### config.mk
export PLATFORM = sky130hd
export DESIGN_NAME = fkdh_ctrl
export DESIGN_NICKNAME = d
export VERILOG_FILES = /design/src/design/fkdh_pkg.sv /design/src/design/fkdh_ctrl.sv
export SDC_FILE = /design/constraint.sdc
export NUM_CORES = 1
export LEC_CHECK = 0
export BUFFER_PORTS_ARGS = -buffer_cell sky130_fd_sc_hd__clkbuf_2
export CAP_MARGIN = 20
export CORE_MARGIN = 2
export CORE_UTILIZATION = 58
export DETAILED_ROUTE_END_ITERATION = 7
export GPL_TIMING_DRIVEN = 0
export PLACE_DENSITY_LB_ADDON = 0.1
export SYNTH_ARGS = -nofsm -noshare
export SYNTH_HDL_FRONTEND = slang
export SYNTH_SLANG_ARGS = --single-unit
### constraint.sdc
create_clock -name clk -period 4.8 [get_ports clk]
set_input_delay 0.24 -clock clk [delete_from_list [all_inputs] [get_ports clk]]
set_output_delay 0.24 -clock clk [all_outputs]
set_load 0.05 [all_outputs]
### src/design/fkdh_pkg.sv
// Shared types, constants and helpers for the DH forward kinematics core.
`timescale 1ns / 1ps
package fkdh_pkg;

	localparam int NUM_LINKS    = 6;
	localparam int CNT_W        = 4;
	localparam int CORDIC_ITERS = 28;
	localparam int IT_W         = 5;

	localparam logic signed [33:0] PI_Q       = 34'sd843314857;
	localparam logic signed [33:0] TWO_PI_Q   = 34'sd1686629713;
	localparam logic signed [33:0] HALF_PI_Q  = 34'sd421657428;
	localparam logic signed [33:0] CORDIC_GAIN = 34'sd652032874;
	localparam logic signed [31:0] ONE_Q30    = 32'sd1073741824;

	localparam logic [1:0] REG_TOOL_X = 2'd0;
	localparam logic [1:0] REG_TOOL_Y = 2'd1;
	localparam logic [1:0] REG_TOOL_Z = 2'd2;

	typedef enum logic [1:0] {
		PH_LINK,
		PH_ROT,
		PH_TRN,
		PH_TOOL
	} phase_t;

	typedef struct packed {
		logic       capture;
		logic       cord_step;
		logic       cord_load;
		logic       cord_st_theta;
		logic       cord_st_alpha;
		logic       mul;
		logic       acc;
		logic       emit;
		logic       commit;
		logic       clear;
		phase_t     phase;
		logic [2:0] m;
		logic [1:0] i;
		logic [1:0] j;
		logic [1:0] k;
		logic [IT_W-1:0] iter;
		logic [2:0] link_idx;
		logic       tool;
		logic       last;
	} cmd_t;

	typedef struct packed {
		logic out_free;
	} sts_t;

	function automatic logic [31:0] atan_q(input logic [IT_W-1:0] n);
		logic [31:0] v;
		case (n)
			5'd0:  v = 32'd210828714;
			5'd1:  v = 32'd124459457;
			5'd2:  v = 32'd65760959;
			5'd3:  v = 32'd33381289;
			5'd4:  v = 32'd16755422;
			5'd5:  v = 32'd8385879;
			5'd6:  v = 32'd4193963;
			5'd7:  v = 32'd2097109;
			5'd8:  v = 32'd1048571;
			5'd9:  v = 32'd524287;
			5'd10: v = 32'd262144;
			5'd11: v = 32'd131072;
			5'd12: v = 32'd65536;
			5'd13: v = 32'd32768;
			5'd14: v = 32'd16384;
			5'd15: v = 32'd8192;
			5'd16: v = 32'd4096;
			5'd17: v = 32'd2048;
			5'd18: v = 32'd1024;
			5'd19: v = 32'd512;
			5'd20: v = 32'd256;
			5'd21: v = 32'd128;
			5'd22: v = 32'd64;
			5'd23: v = 32'd32;
			5'd24: v = 32'd16;
			5'd25: v = 32'd8;
			5'd26: v = 32'd4;
			5'd27: v = 32'd2;
			default: v = 32'd0;
		endcase
		return v;
	endfunction

	function automatic logic signed [31:0] sat32(input logic signed [35:0] v);
		logic signed [31:0] r;
		if (v > 36'sd2147483647)
			r = 32'sh7fffffff;
		else if (v < -36'sd2147483648)
			r = 32'sh80000000;
		else
			r = v[31:0];
		return r;
	endfunction

endpackage

### src/design/fkdh_ctrl.sv
// Controller: sequences CORDIC, multiply-accumulate schedule and row output.
`timescale 1ns / 1ps
module fkdh_ctrl (
	input  logic           clk,
	input  logic           arst_n,
	input  logic           in_valid,
	output logic           in_ready,
	input  fkdh_pkg::sts_t sts,
	output fkdh_pkg::cmd_t cmd
);
	import fkdh_pkg::*;

	typedef enum logic [6:0] {
		S_IDLE  = 7'b0000001,
		S_CORD  = 7'b0000010,
		S_CDONE = 7'b0000100,
		S_MUL   = 7'b0001000,
		S_ACC   = 7'b0010000,
		S_EMIT  = 7'b0100000,
		S_TAIL  = 7'b1000000
	} state_t;

	state_t          state_q;
	phase_t          ph_q;
	logic [2:0]      m_q;
	logic [1:0]      i_q, j_q, k_q;
	logic [IT_W-1:0] it_q;
	logic            sel_q, tool_q;
	logic [CNT_W-1:0] cnt_q;
	logic            final_link;

	assign final_link = ({1'b0, cnt_q} + 5'd1) >= 5'(NUM_LINKS);
	assign in_ready   = (state_q == S_IDLE);

	always_comb begin
		cmd               = '0;
		cmd.capture       = (state_q == S_IDLE) && in_valid;
		cmd.cord_step     = (state_q == S_CORD);
		cmd.cord_load     = (state_q == S_CDONE) && !sel_q;
		cmd.cord_st_theta = (state_q == S_CDONE) && !sel_q;
		cmd.cord_st_alpha = (state_q == S_CDONE) && sel_q;
		cmd.mul           = (state_q == S_MUL);
		cmd.acc           = (state_q == S_ACC);
		cmd.emit          = (state_q == S_EMIT) && sts.out_free;
		cmd.commit        = (state_q == S_TAIL) && !tool_q;
		cmd.clear         = (state_q == S_TAIL) && tool_q;
		cmd.phase         = ph_q;
		cmd.m             = m_q;
		cmd.i             = i_q;
		cmd.j             = j_q;
		cmd.k             = k_q;
		cmd.iter          = it_q;
		cmd.link_idx      = cnt_q[2:0];
		cmd.tool          = tool_q;
		cmd.last          = (i_q == 2'd2) && (tool_q || !final_link);
	end

	always_ff @(posedge clk or negedge arst_n) begin
		if (!arst_n) begin
			state_q <= S_IDLE;
			ph_q    <= PH_LINK;
			m_q     <= '0;
			i_q     <= '0;
			j_q     <= '0;
			k_q     <= '0;
			it_q    <= '0;
			sel_q   <= 1'b0;
			tool_q  <= 1'b0;
			cnt_q   <= '0;
		end else begin
			unique case (state_q)
				S_IDLE: begin
					if (in_valid) begin
						state_q <= S_CORD;
						it_q    <= '0;
						sel_q   <= 1'b0;
						tool_q  <= 1'b0;
					end
				end
				S_CORD: begin
					it_q <= it_q + 1'b1;
					if (it_q == IT_W'(CORDIC_ITERS - 1))
						state_q <= S_CDONE;
				end
				S_CDONE: begin
					if (!sel_q) begin
						sel_q   <= 1'b1;
						it_q    <= '0;
						state_q <= S_CORD;
					end else begin
						ph_q    <= PH_LINK;
						m_q     <= '0;
						state_q <= S_MUL;
					end
				end
				S_MUL: state_q <= S_ACC;
				S_ACC: begin
					state_q <= S_MUL;
					case (ph_q)
						PH_LINK: begin
							if (m_q == 3'd5) begin
								ph_q <= PH_ROT;
								i_q  <= '0;
								j_q  <= '0;
								k_q  <= '0;
							end else
								m_q <= m_q + 1'b1;
						end
						PH_ROT: begin
							if (k_q == 2'd2) begin
								k_q <= '0;
								if (j_q == 2'd2) begin
									j_q <= '0;
									if (i_q == 2'd2) begin
										ph_q <= PH_TRN;
										i_q  <= '0;
									end else
										i_q <= i_q + 1'b1;
								end else
									j_q <= j_q + 1'b1;
							end else
								k_q <= k_q + 1'b1;
						end
						default: begin
							if (k_q == 2'd2) begin
								k_q <= '0;
								if (i_q == 2'd2) begin
									i_q     <= '0;
									state_q <= S_EMIT;
								end else
									i_q <= i_q + 1'b1;
							end else
								k_q <= k_q + 1'b1;
						end
					endcase
				end
				S_EMIT: begin
					if (sts.out_free) begin
						if (i_q == 2'd2) begin
							i_q <= '0;
							if (!tool_q && final_link) begin
								tool_q  <= 1'b1;
								ph_q    <= PH_TOOL;
								k_q     <= '0;
								state_q <= S_MUL;
							end else
								state_q <= S_TAIL;
						end else
							i_q <= i_q + 1'b1;
					end
				end
				S_TAIL: begin
					cnt_q   <= tool_q ? '0 : cnt_q + 1'b1;
					state_q <= S_IDLE;
				end
				default: state_q <= S_IDLE;
			endcase
		end
	end

`ifndef SYNTHESIS
	a_cnt_range: assert property (@(posedge clk) disable iff (!arst_n)
		({1'b0, cnt_q} < 5'(NUM_LINKS)))
		else $error("link counter beyond chain length");
	a_accept_cordic: assert property (@(posedge clk) disable iff (!arst_n)
		(in_valid && in_ready) |=> (state_q == S_CORD))
		else $error("accepted request did not start CORDIC");
	a_tool_final: assert property (@(posedge clk) disable iff (!arst_n)
		(tool_q && state_q != S_IDLE) |-> final_link)
		else $error("tool frame on a non-final link");
`endif

endmodule

==> results of run 1 <==
## cell usage in the layout (no fill, tap or decap), types with 6 or more instances in the layout
master	netlist	routed
clkbuf_2	0	35
dfrtp_1	28	28
nand2_1	21	21
o21ai_0	13	13
inv_1	9	9
nor2_1	9	9
clkbuf_1	7	7
a21oi_1	7	7
nand3_1	6	6
nor3_1	6	6
## per-layer routing
metal | vias to the layer above | wire length, um | track usage | share of wire
met1 | 753 | 1833 | 0.3179 | 0.47
li1 | 783 | - | - | -
met4 | 0 | 44 | 0.08442 | 0.011
met5 | - | 0 | 0 | 0
met3 | 5 | 236 | 0.06987 | 0.060
met2 | 57 | 1786 | 0.3810 | 0.46
## cells by family (layout without fill, tap and decap cells)
family,after synthesis,count (layout),synth area share
AOI/OAI and AO/OA,50,50,0.1892
adders and majority gates,5,5,0.03556
and+or+nand+nor,75,75,0.2511
xor gates and xnor gates,4,4,0.01992
buffers and inverters,23,67,0.05974
muxes,5,5,0.03129
DFF,29,29,0.4132
## worst min-delay path: cells and delay by family
kind / cells / cell delay, ns
AOI/OAI and AO/OA: 1 / 0.06
and+or+nand+nor: 1 / 0.04
buffers and inverters: 2 / 0.14
## metrics by stage
step	std cells	area (um2)	worst slack [ns]
3_5_place_dp	257	1973	2.364
6_report	266	2053	2.103
2_1_floorplan	191	1759	1.543
5_1_grt	266	2053	1.942
3_3_place_gp	257	1973	2.441
4_1_cts	266	2053	2.109
## registers in the layout, summed over array words and instances (netlist names)
name,cells
it_q,5
state_q,7
sel_q,1
i_q,2
cnt_q,4
tool_q,1
m_q,3
k_q,2
ph_q,2
j_q,2
## power breakdown
| group | internal [uW] | switching [uW] |
|---|---|---|
| clock network | 84.8 | 86.1 |
| registers | 265 | 14.4 |
| logic | 60.5 | 169 |
## final cells by class
cell class	count	area share
multi-input combinational	139	0.4516
sequential	29	0.3541
timing repair buffer	36	0.09019
clock buffer	7	0.03169
buffer	12	0.03108
inverter	11	0.02011
tap	31	0.01889
clock inverter	1	0.002438
## how the worst min path moves through the flow
stage,startpoint,to,slack [ns],depth (start not counted)
2_1_floorplan,arst_n,cnt_q[0],-0.06,0
3_3_place_gp,arst_n,cnt_q[2],0.32,1
3_5_place_dp,arst_n,cnt_q[2],0.33,1
4_1_cts,in_valid,state_q[0],0.15,4
5_1_grt,in_valid,state_q[0],0.21,4
6_report,in_valid,state_q[0],0.16,4
==> flow_results.xml, run 1 <==
<?xml version="1.0" encoding="UTF-8"?>
<metrics>
  <group name="timing">
    <metric name="tightest_slew" unit="ns">0.7442</metric>
    <metric name="grt_setup_unrepaired" unit="">no</metric>
    <metric name="achievable_freq" unit="MHz">370.8</metric>
    <metric name="maxSlewHeadroom" unit="">0.4997</metric>
    <metric name="post-route-min-period" unit="ns">2.697</metric>
    <metric name="report.final.setup_viol" unit="">0</metric>
    <metric name="hold_viol" unit="">0</metric>
    <metric name="fin_hold_ws" unit="ns">0.1636</metric>
    <metric name="timing.setup.tns" unit="ns">0</metric>
    <metric name="finalMaxSlewViolations" unit="">0</metric>
    <metric name="clock_skew" unit="ns">0.006011</metric>
    <metric name="period_share" unit="">0.5619</metric>
  </group>
  <group name="synthesis">
    <metric name="synth_net_count" unit="">200</metric>
    <metric name="synth_edf_count" unit="">0</metric>
    <metric name="synth_area_leaders" unit="">dfrtp_1, nand2_1, o21ai_0</metric>
    <metric name="synth_seq_area_share" unit="">0.4132</metric>
    <metric name="synth_area" unit="mm2">0.001759</metric>
    <metric name="yosys.area.top_type_share" unit="">0.3983</metric>
    <metric name="most_common_flop_cell_mapped_by_yosys" unit="">dfrtp_1</metric>
    <metric name="post_synth_most_frequent_cells" unit="">dfrtp_1, nand2_1, o21ai_0</metric>
    <metric name="ys_seq_elements" unit="">29</metric>
    <metric name="syn-instance-count" unit="">191</metric>
    <metric name="yosysWarnings" unit="">0</metric>
    <metric name="synth.most_common_cell" unit="">dfrtp_1</metric>
    <metric name="post_synth.cell_area_avg" unit="um2">9.210</metric>
    <metric name="yosys.area.top_type" unit="">dfrtp_1</metric>
    <metric name="synth.distinct_cells" unit="">57</metric>
    <metric name="synth_async_sr_flop_share" unit="">1.000</metric>
  </group>
  <group name="clock_network">
    <metric name="ctsResizeCount" unit="">0</metric>
    <metric name="post-cts-setup-buffers" unit="">0</metric>
    <metric name="buffer_levels_on_the_longest_clock_path" unit="">2</metric>
    <metric name="tritoncts" unit="">yes</metric>
    <metric name="clock_sink_count" unit="">29</metric>
    <metric name="cts_hold_repair.buffers" unit="">1</metric>
    <metric name="ctsHtreeMaxLevel" unit="">2</metric>
    <metric name="clock_latency_reported_for_the_late_side_of_the_worst_skew_pair" unit="ns">0.33</metric>
    <metric name="clock_tree.root_cell" unit="">clkbuf_4</metric>
    <metric name="clk_transition_reported_paths" unit="ns">0.09</metric>
    <metric name="tritoncts.num_buffers" unit="">5</metric>
  </group>
  <group name="route">
    <metric name="drc" unit="">0</metric>
    <metric name="avgViaCountPerCell" unit="">6.008</metric>
    <metric name="detailedRoute.firstPassIterationCount" unit="">4</metric>
    <metric name="final_routed_wirelength" unit="um">3901</metric>
    <metric name="first_iteration_detailed_routing_drc_count" unit="">105</metric>
    <metric name="detail_route.wl_per_cell" unit="um">14.67</metric>
    <metric name="ant_nets" unit="">0</metric>
    <metric name="via_count" unit="">1598</metric>
  </group>
  <group name="global_routing">
    <metric name="residual_overflow_from_global_routing" unit="">0</metric>
    <metric name="grt_pass1_vias" unit="">1408</metric>
    <metric name="track_usage" unit="">0.2415</metric>
    <metric name="grt_antenna_before_repair" unit="">0</metric>
    <metric name="global_route_wire_length_before_repair" unit="um">6258</metric>
    <metric name="grt_start_max_net_pins" unit="">30</metric>
  </group>
  <group name="finish">
    <metric name="ant_diodes" unit="">0</metric>
    <metric name="area_delta_synth_final" unit="%">16.71</metric>
    <metric name="multi_input_area" unit="um2">927.1</metric>
    <metric name="final-seq-area" unit="um2">726.9</metric>
    <metric name="finalCoreUtilization" unit="">0.7258</metric>
    <metric name="layout-drive-gt1-share" unit="">0.2468</metric>
    <metric name="layout.nets" unit="">243</metric>
    <metric name="fillCellCount" unit="">242</metric>
  </group>
  <group name="placement">
    <metric name="hpwl" unit="um">2817</metric>
    <metric name="i_o_buffers" unit="">35</metric>
    <metric name="globalplace.congestion" unit="">0.8968</metric>
  </group>
  <group name="floorplan">
    <metric name="die_h" unit="um">59.08</metric>
    <metric name="die_width" unit="um">59.08</metric>
    <metric name="die_area" unit="mm2">0.003490</metric>
    <metric name="ios" unit="">36</metric>
    <metric name="initial_core_util" unit="">0.6218</metric>
    <metric name="core_rows" unit="">19</metric>
    <metric name="core" unit="mm2">0.002829</metric>
  </group>
  <group name="setup_path">
    <metric name="crit_slowest_cell" unit="">nor4_2</metric>
    <metric name="crit_path_start_kind" unit="">register</metric>
    <metric name="path_max_fanout" unit="">10</metric>
    <metric name="r2r_cells" unit="">7</metric>
    <metric name="cp_num_cells" unit="">5</metric>
    <metric name="critical_path.endpoint" unit="">cmd[24]</metric>
    <metric name="worst-setup-path-type" unit="">register to primary output</metric>
    <metric name="max_stage_delay" unit="ns">0.59</metric>
    <metric name="worst_path_dominant_cell_family" unit="">simple AND/OR/NAND/NOR gates</metric>
    <metric name="path_buf_inv" unit="">3</metric>
    <metric name="timing.reg2reg.setup_slack" unit="ns">2.30</metric>
    <metric name="worstReg2RegEnd" unit="">i_q[0]</metric>
    <metric name="cp.required" unit="ns">4.56</metric>
    <metric name="critical_path.startpoint" unit="">state_q[0]</metric>
    <metric name="path_cells" unit="">clkbuf_1, nor4_2, nand2_1, clkinv_1, clkbuf_2</metric>
    <metric name="capturing_element_type_of_the_critical_path" unit="">primary output</metric>
    <metric name="cp.arrival" unit="ns">2.46</metric>
    <metric name="reg2reg_from" unit="">state_q[0]</metric>
  </group>
  <group name="power">
    <metric name="powerDensity" unit="mW/mm2">331.0</metric>
    <metric name="finalPower" unit="uW">679.6</metric>
    <metric name="max-vdd-ir-drop" unit="uV">358.4</metric>
    <metric name="leakage_component_of_the_power" unit="uW">0.001040</metric>
  </group>
  <group name="run_status">
    <metric name="status" unit="">completed</metric>
  </group>
  <group name="flow_run">
    <metric name="drv_cap" unit="">0</metric>
  </group>
  <group name="min_path">
    <metric name="hp-class" unit="">input pin to register</metric>
  </group>
</metrics>
Note: power is estimated with default switching activity, not from simulation.
==> inputs of run 2 (changes only) <==
--- a/config.mk
+++ b/config.mk
@@ -8,7 +8,7 @@
 export BUFFER_PORTS_ARGS = -buffer_cell sky130_fd_sc_hd__clkbuf_2
 export CAP_MARGIN = 20
 export CORE_MARGIN = 2
-export CORE_UTILIZATION = 58
+export CORE_UTILIZATION = 54
 export DETAILED_ROUTE_END_ITERATION = 7
 export GPL_TIMING_DRIVEN = 0
 export PLACE_DENSITY_LB_ADDON = 0.1
==> constraint.sdc (replaced) <==
create_clock -name clk -period 2.7 [get_ports clk]
set_input_delay 0.135 -clock clk [delete_from_list [all_inputs] [get_ports clk]]
set_output_delay 0.135 -clock clk [all_outputs]
set_load 0.05 [all_outputs]
==> run 2 against run 1 <==
Effect of this change:
- cell count is 4.9% higher
- clock skew is 0.0071 ns higher
- sequential power is 78% higher
- count of clock-buffer cells in the layout is 2 lower
- worst setup slack worse by 2.0 ns
- total power is 76% higher
- hold slack worse by 0.10 ns
- core utilization is 5.1 points lower
- global-route usage is 0.11 points higher
- non-clock buffer count stayed put
- die area is 6.9% higher
- first-iteration DRC count is 13% lower
==> flow_results.xml, run 2 (synthesis results as in run 1) <==
<?xml version="1.0" encoding="UTF-8"?>
<metrics>
  <group name="run_status">
    <metric name="status" unit="">completed</metric>
  </group>
  <group name="clock_network">
    <metric name="clock_sink_count" unit="">29</metric>
    <metric name="ctsHtreeMaxLevel" unit="">2</metric>
    <metric name="tritoncts.num_buffers" unit="">5</metric>
    <metric name="buffer_levels_on_the_longest_clock_path" unit="">2</metric>
    <metric name="tritoncts" unit="">yes</metric>
    <metric name="clock_tree.root_cell" unit="">clkbuf_4</metric>
    <metric name="clk_transition_reported_paths" unit="ns">0.10</metric>
    <metric name="clock_latency_reported_for_the_late_side_of_the_worst_skew_pair" unit="ns">0.34</metric>
  </group>
  <group name="floorplan">
    <metric name="ios" unit="">36</metric>
    <metric name="die_width" unit="um">61.08</metric>
    <metric name="core_rows" unit="">20</metric>
    <metric name="die_h" unit="um">61.08</metric>
    <metric name="initial_core_util" unit="">0.5715</metric>
    <metric name="die_area" unit="mm2">0.003730</metric>
    <metric name="core" unit="mm2">0.003078</metric>
  </group>
  <group name="timing">
    <metric name="tightest_slew" unit="ns">0.6981</metric>
    <metric name="timing.setup.tns" unit="ns">0</metric>
    <metric name="post-route-min-period" unit="ns">2.601</metric>
    <metric name="period_share" unit="">0.9632</metric>
    <metric name="maxSlewHeadroom" unit="">0.5306</metric>
    <metric name="achievable_freq" unit="MHz">384.5</metric>
    <metric name="finalMaxSlewViolations" unit="">0</metric>
    <metric name="clock_skew" unit="ns">0.01312</metric>
    <metric name="hold_viol" unit="">0</metric>
    <metric name="grt_setup_unrepaired" unit="">no</metric>
    <metric name="report.final.setup_viol" unit="">0</metric>
  </group>
  <group name="setup_path">
    <metric name="path_cells" unit="">or4_4, or4b_1, clkbuf_1, inv_2, clkbuf_4</metric>
    <metric name="crit_slowest_cell" unit="">or4_4</metric>
    <metric name="cp.required" unit="ns">2.57</metric>
    <metric name="capturing_element_type_of_the_critical_path" unit="">primary output</metric>
    <metric name="worst-setup-path-type" unit="">register to primary output</metric>
    <metric name="max_stage_delay" unit="ns">0.57</metric>
    <metric name="crit_path_start_kind" unit="">register</metric>
    <metric name="cp.arrival" unit="ns">2.47</metric>
    <metric name="path_max_fanout" unit="">7</metric>
  </group>
  <group name="placement">
    <metric name="hpwl" unit="um">2842</metric>
    <metric name="dpl_cell_area" unit="mm2">0.002001</metric>
    <metric name="i_o_buffers" unit="">35</metric>
    <metric name="globalplace.congestion" unit="">0.8888</metric>
  </group>
  <group name="finish">
    <metric name="largest_register_ff_count" unit="">7</metric>
    <metric name="registers.top_by_ff_count" unit="">state_q</metric>
    <metric name="area_delta_synth_final" unit="%">18.14</metric>
    <metric name="layout.nets" unit="">243</metric>
    <metric name="multi_input_area" unit="um2">947.2</metric>
    <metric name="layout-drive-gt1-share" unit="">0.2553</metric>
    <metric name="post-route-cell-area" unit="mm2">0.002078</metric>
    <metric name="fillCellCount" unit="">283</metric>
    <metric name="final_common_cell" unit="">clkbuf_2</metric>
    <metric name="final-seq-area" unit="um2">728.2</metric>
    <metric name="top_regs" unit="">state_q x7, it_q x5, cnt_q x4</metric>
    <metric name="ant_diodes" unit="">0</metric>
    <metric name="layout.cells.most_common_list" unit="">clkbuf_2, dfrtp_1, nand2_1</metric>
  </group>
  <group name="global_routing">
    <metric name="track_usage" unit="">0.2426</metric>
    <metric name="residual_overflow_from_global_routing" unit="">0</metric>
    <metric name="grt_pass1_vias" unit="">1520</metric>
    <metric name="grt_antenna_before_repair" unit="">0</metric>
    <metric name="global_route_wire_length_before_repair" unit="um">6617</metric>
    <metric name="grt_start_max_net_pins" unit="">30</metric>
  </group>
  <group name="route">
    <metric name="final_routed_wirelength" unit="um">3847</metric>
    <metric name="ant_nets" unit="">0</metric>
    <metric name="detailedRoute.firstPassIterationCount" unit="">4</metric>
    <metric name="detail_route.wl_per_cell" unit="um">13.79</metric>
    <metric name="avgViaCountPerCell" unit="">5.832</metric>
    <metric name="first_iteration_detailed_routing_drc_count" unit="">91</metric>
    <metric name="drc" unit="">0</metric>
    <metric name="via_count" unit="">1627</metric>
  </group>
  <group name="power">
    <metric name="powerDensity" unit="mW/mm2">574.3</metric>
    <metric name="max-vdd-ir-drop" unit="uV">609.9</metric>
    <metric name="leakage_component_of_the_power" unit="uW">0.001033</metric>
  </group>
  <group name="flow_run">
    <metric name="drv_cap" unit="">0</metric>
  </group>
  <group name="min_path">
    <metric name="hp-class" unit="">input pin to register</metric>
  </group>
</metrics>
==> run 2: final timing paths <==
path,from,end,slack [ns],depth (start not counted)
worst max-delay path,state_q[6],cmd[29],0.1,5
worst min-delay path,in_valid,state_q[0],0.06,4
worst max register to register,state_q[0],ph_q[0],0.27,6
worst min register to register,it_q[0],it_q[0],0.55,1
max in group asynchronous,arst_n,state_q[6],1.84,2
min in group asynchronous,arst_n,state_q[3],0.37,2
==> run 2: power by group <==
group / switching (uW) / internal [uW]
registers: 26.3 / 471
logic: 311 / 125
clock network: 162 / 97.9
total: 500 / 694
==> run 2: final cells by class <==
cell class | instances | area share
Sequential cell | 29 | 0.3504
Inverter | 11 | 0.01987
Buffer | 12 | 0.03070
Clock inverter | 3 | 0.008429
Clock buffer | 5 | 0.01806
Tap cell | 44 | 0.02649
Timing Repair Buffer | 36 | 0.09031
Multi-Input combinational cell | 139 | 0.4558
==> run 2: what timing repair did <==
| item | CTS | global route |
|---|---|---|
| setup buffers | 0 | 0 |
| hold buffers | 1 | 0 |
| hold endpoints to repair | 28 | 0 |
| gates resized for setup | 0 | 4 |
| endpoints found under the setup margin | 0 | 3 |
==> run 2: critical path, delay by kind of cell (launching register included) <==
kind / cells / cell delay, ns
buf+inv: 3 / 0.59
flops: 1 / 0.47
simple gates: 2 / 1.06
==> run 2: through the flow <==
stage                     utilization  std cells  worst slack, ns  power, uW  hold slack [ns]
after floorplan                     -        191           0.2199      828.5          -0.1606
after global placement         0.6500        270           0.3302      912.4           0.2136
after detailed placement       0.6500        270           0.2832      924.6           0.2254
after CTS                      0.6711        279          0.06699       1186          0.06455
after global routing           0.6752        279          0.01066       1262          0.08400
final                          0.6752        279          0.09948       1193          0.06093
==> run 2: routing by layer <==
layer,global-route usage,routed length (um),part of all wire,vias to the layer above
li1,-,-,-,790
met1,0.3090,1748,0.45,779
met2,0.3875,1792,0.47,48
met3,0.04622,207,0.054,10
met4,0.1366,98,0.025,0
met5,0,0,0,-
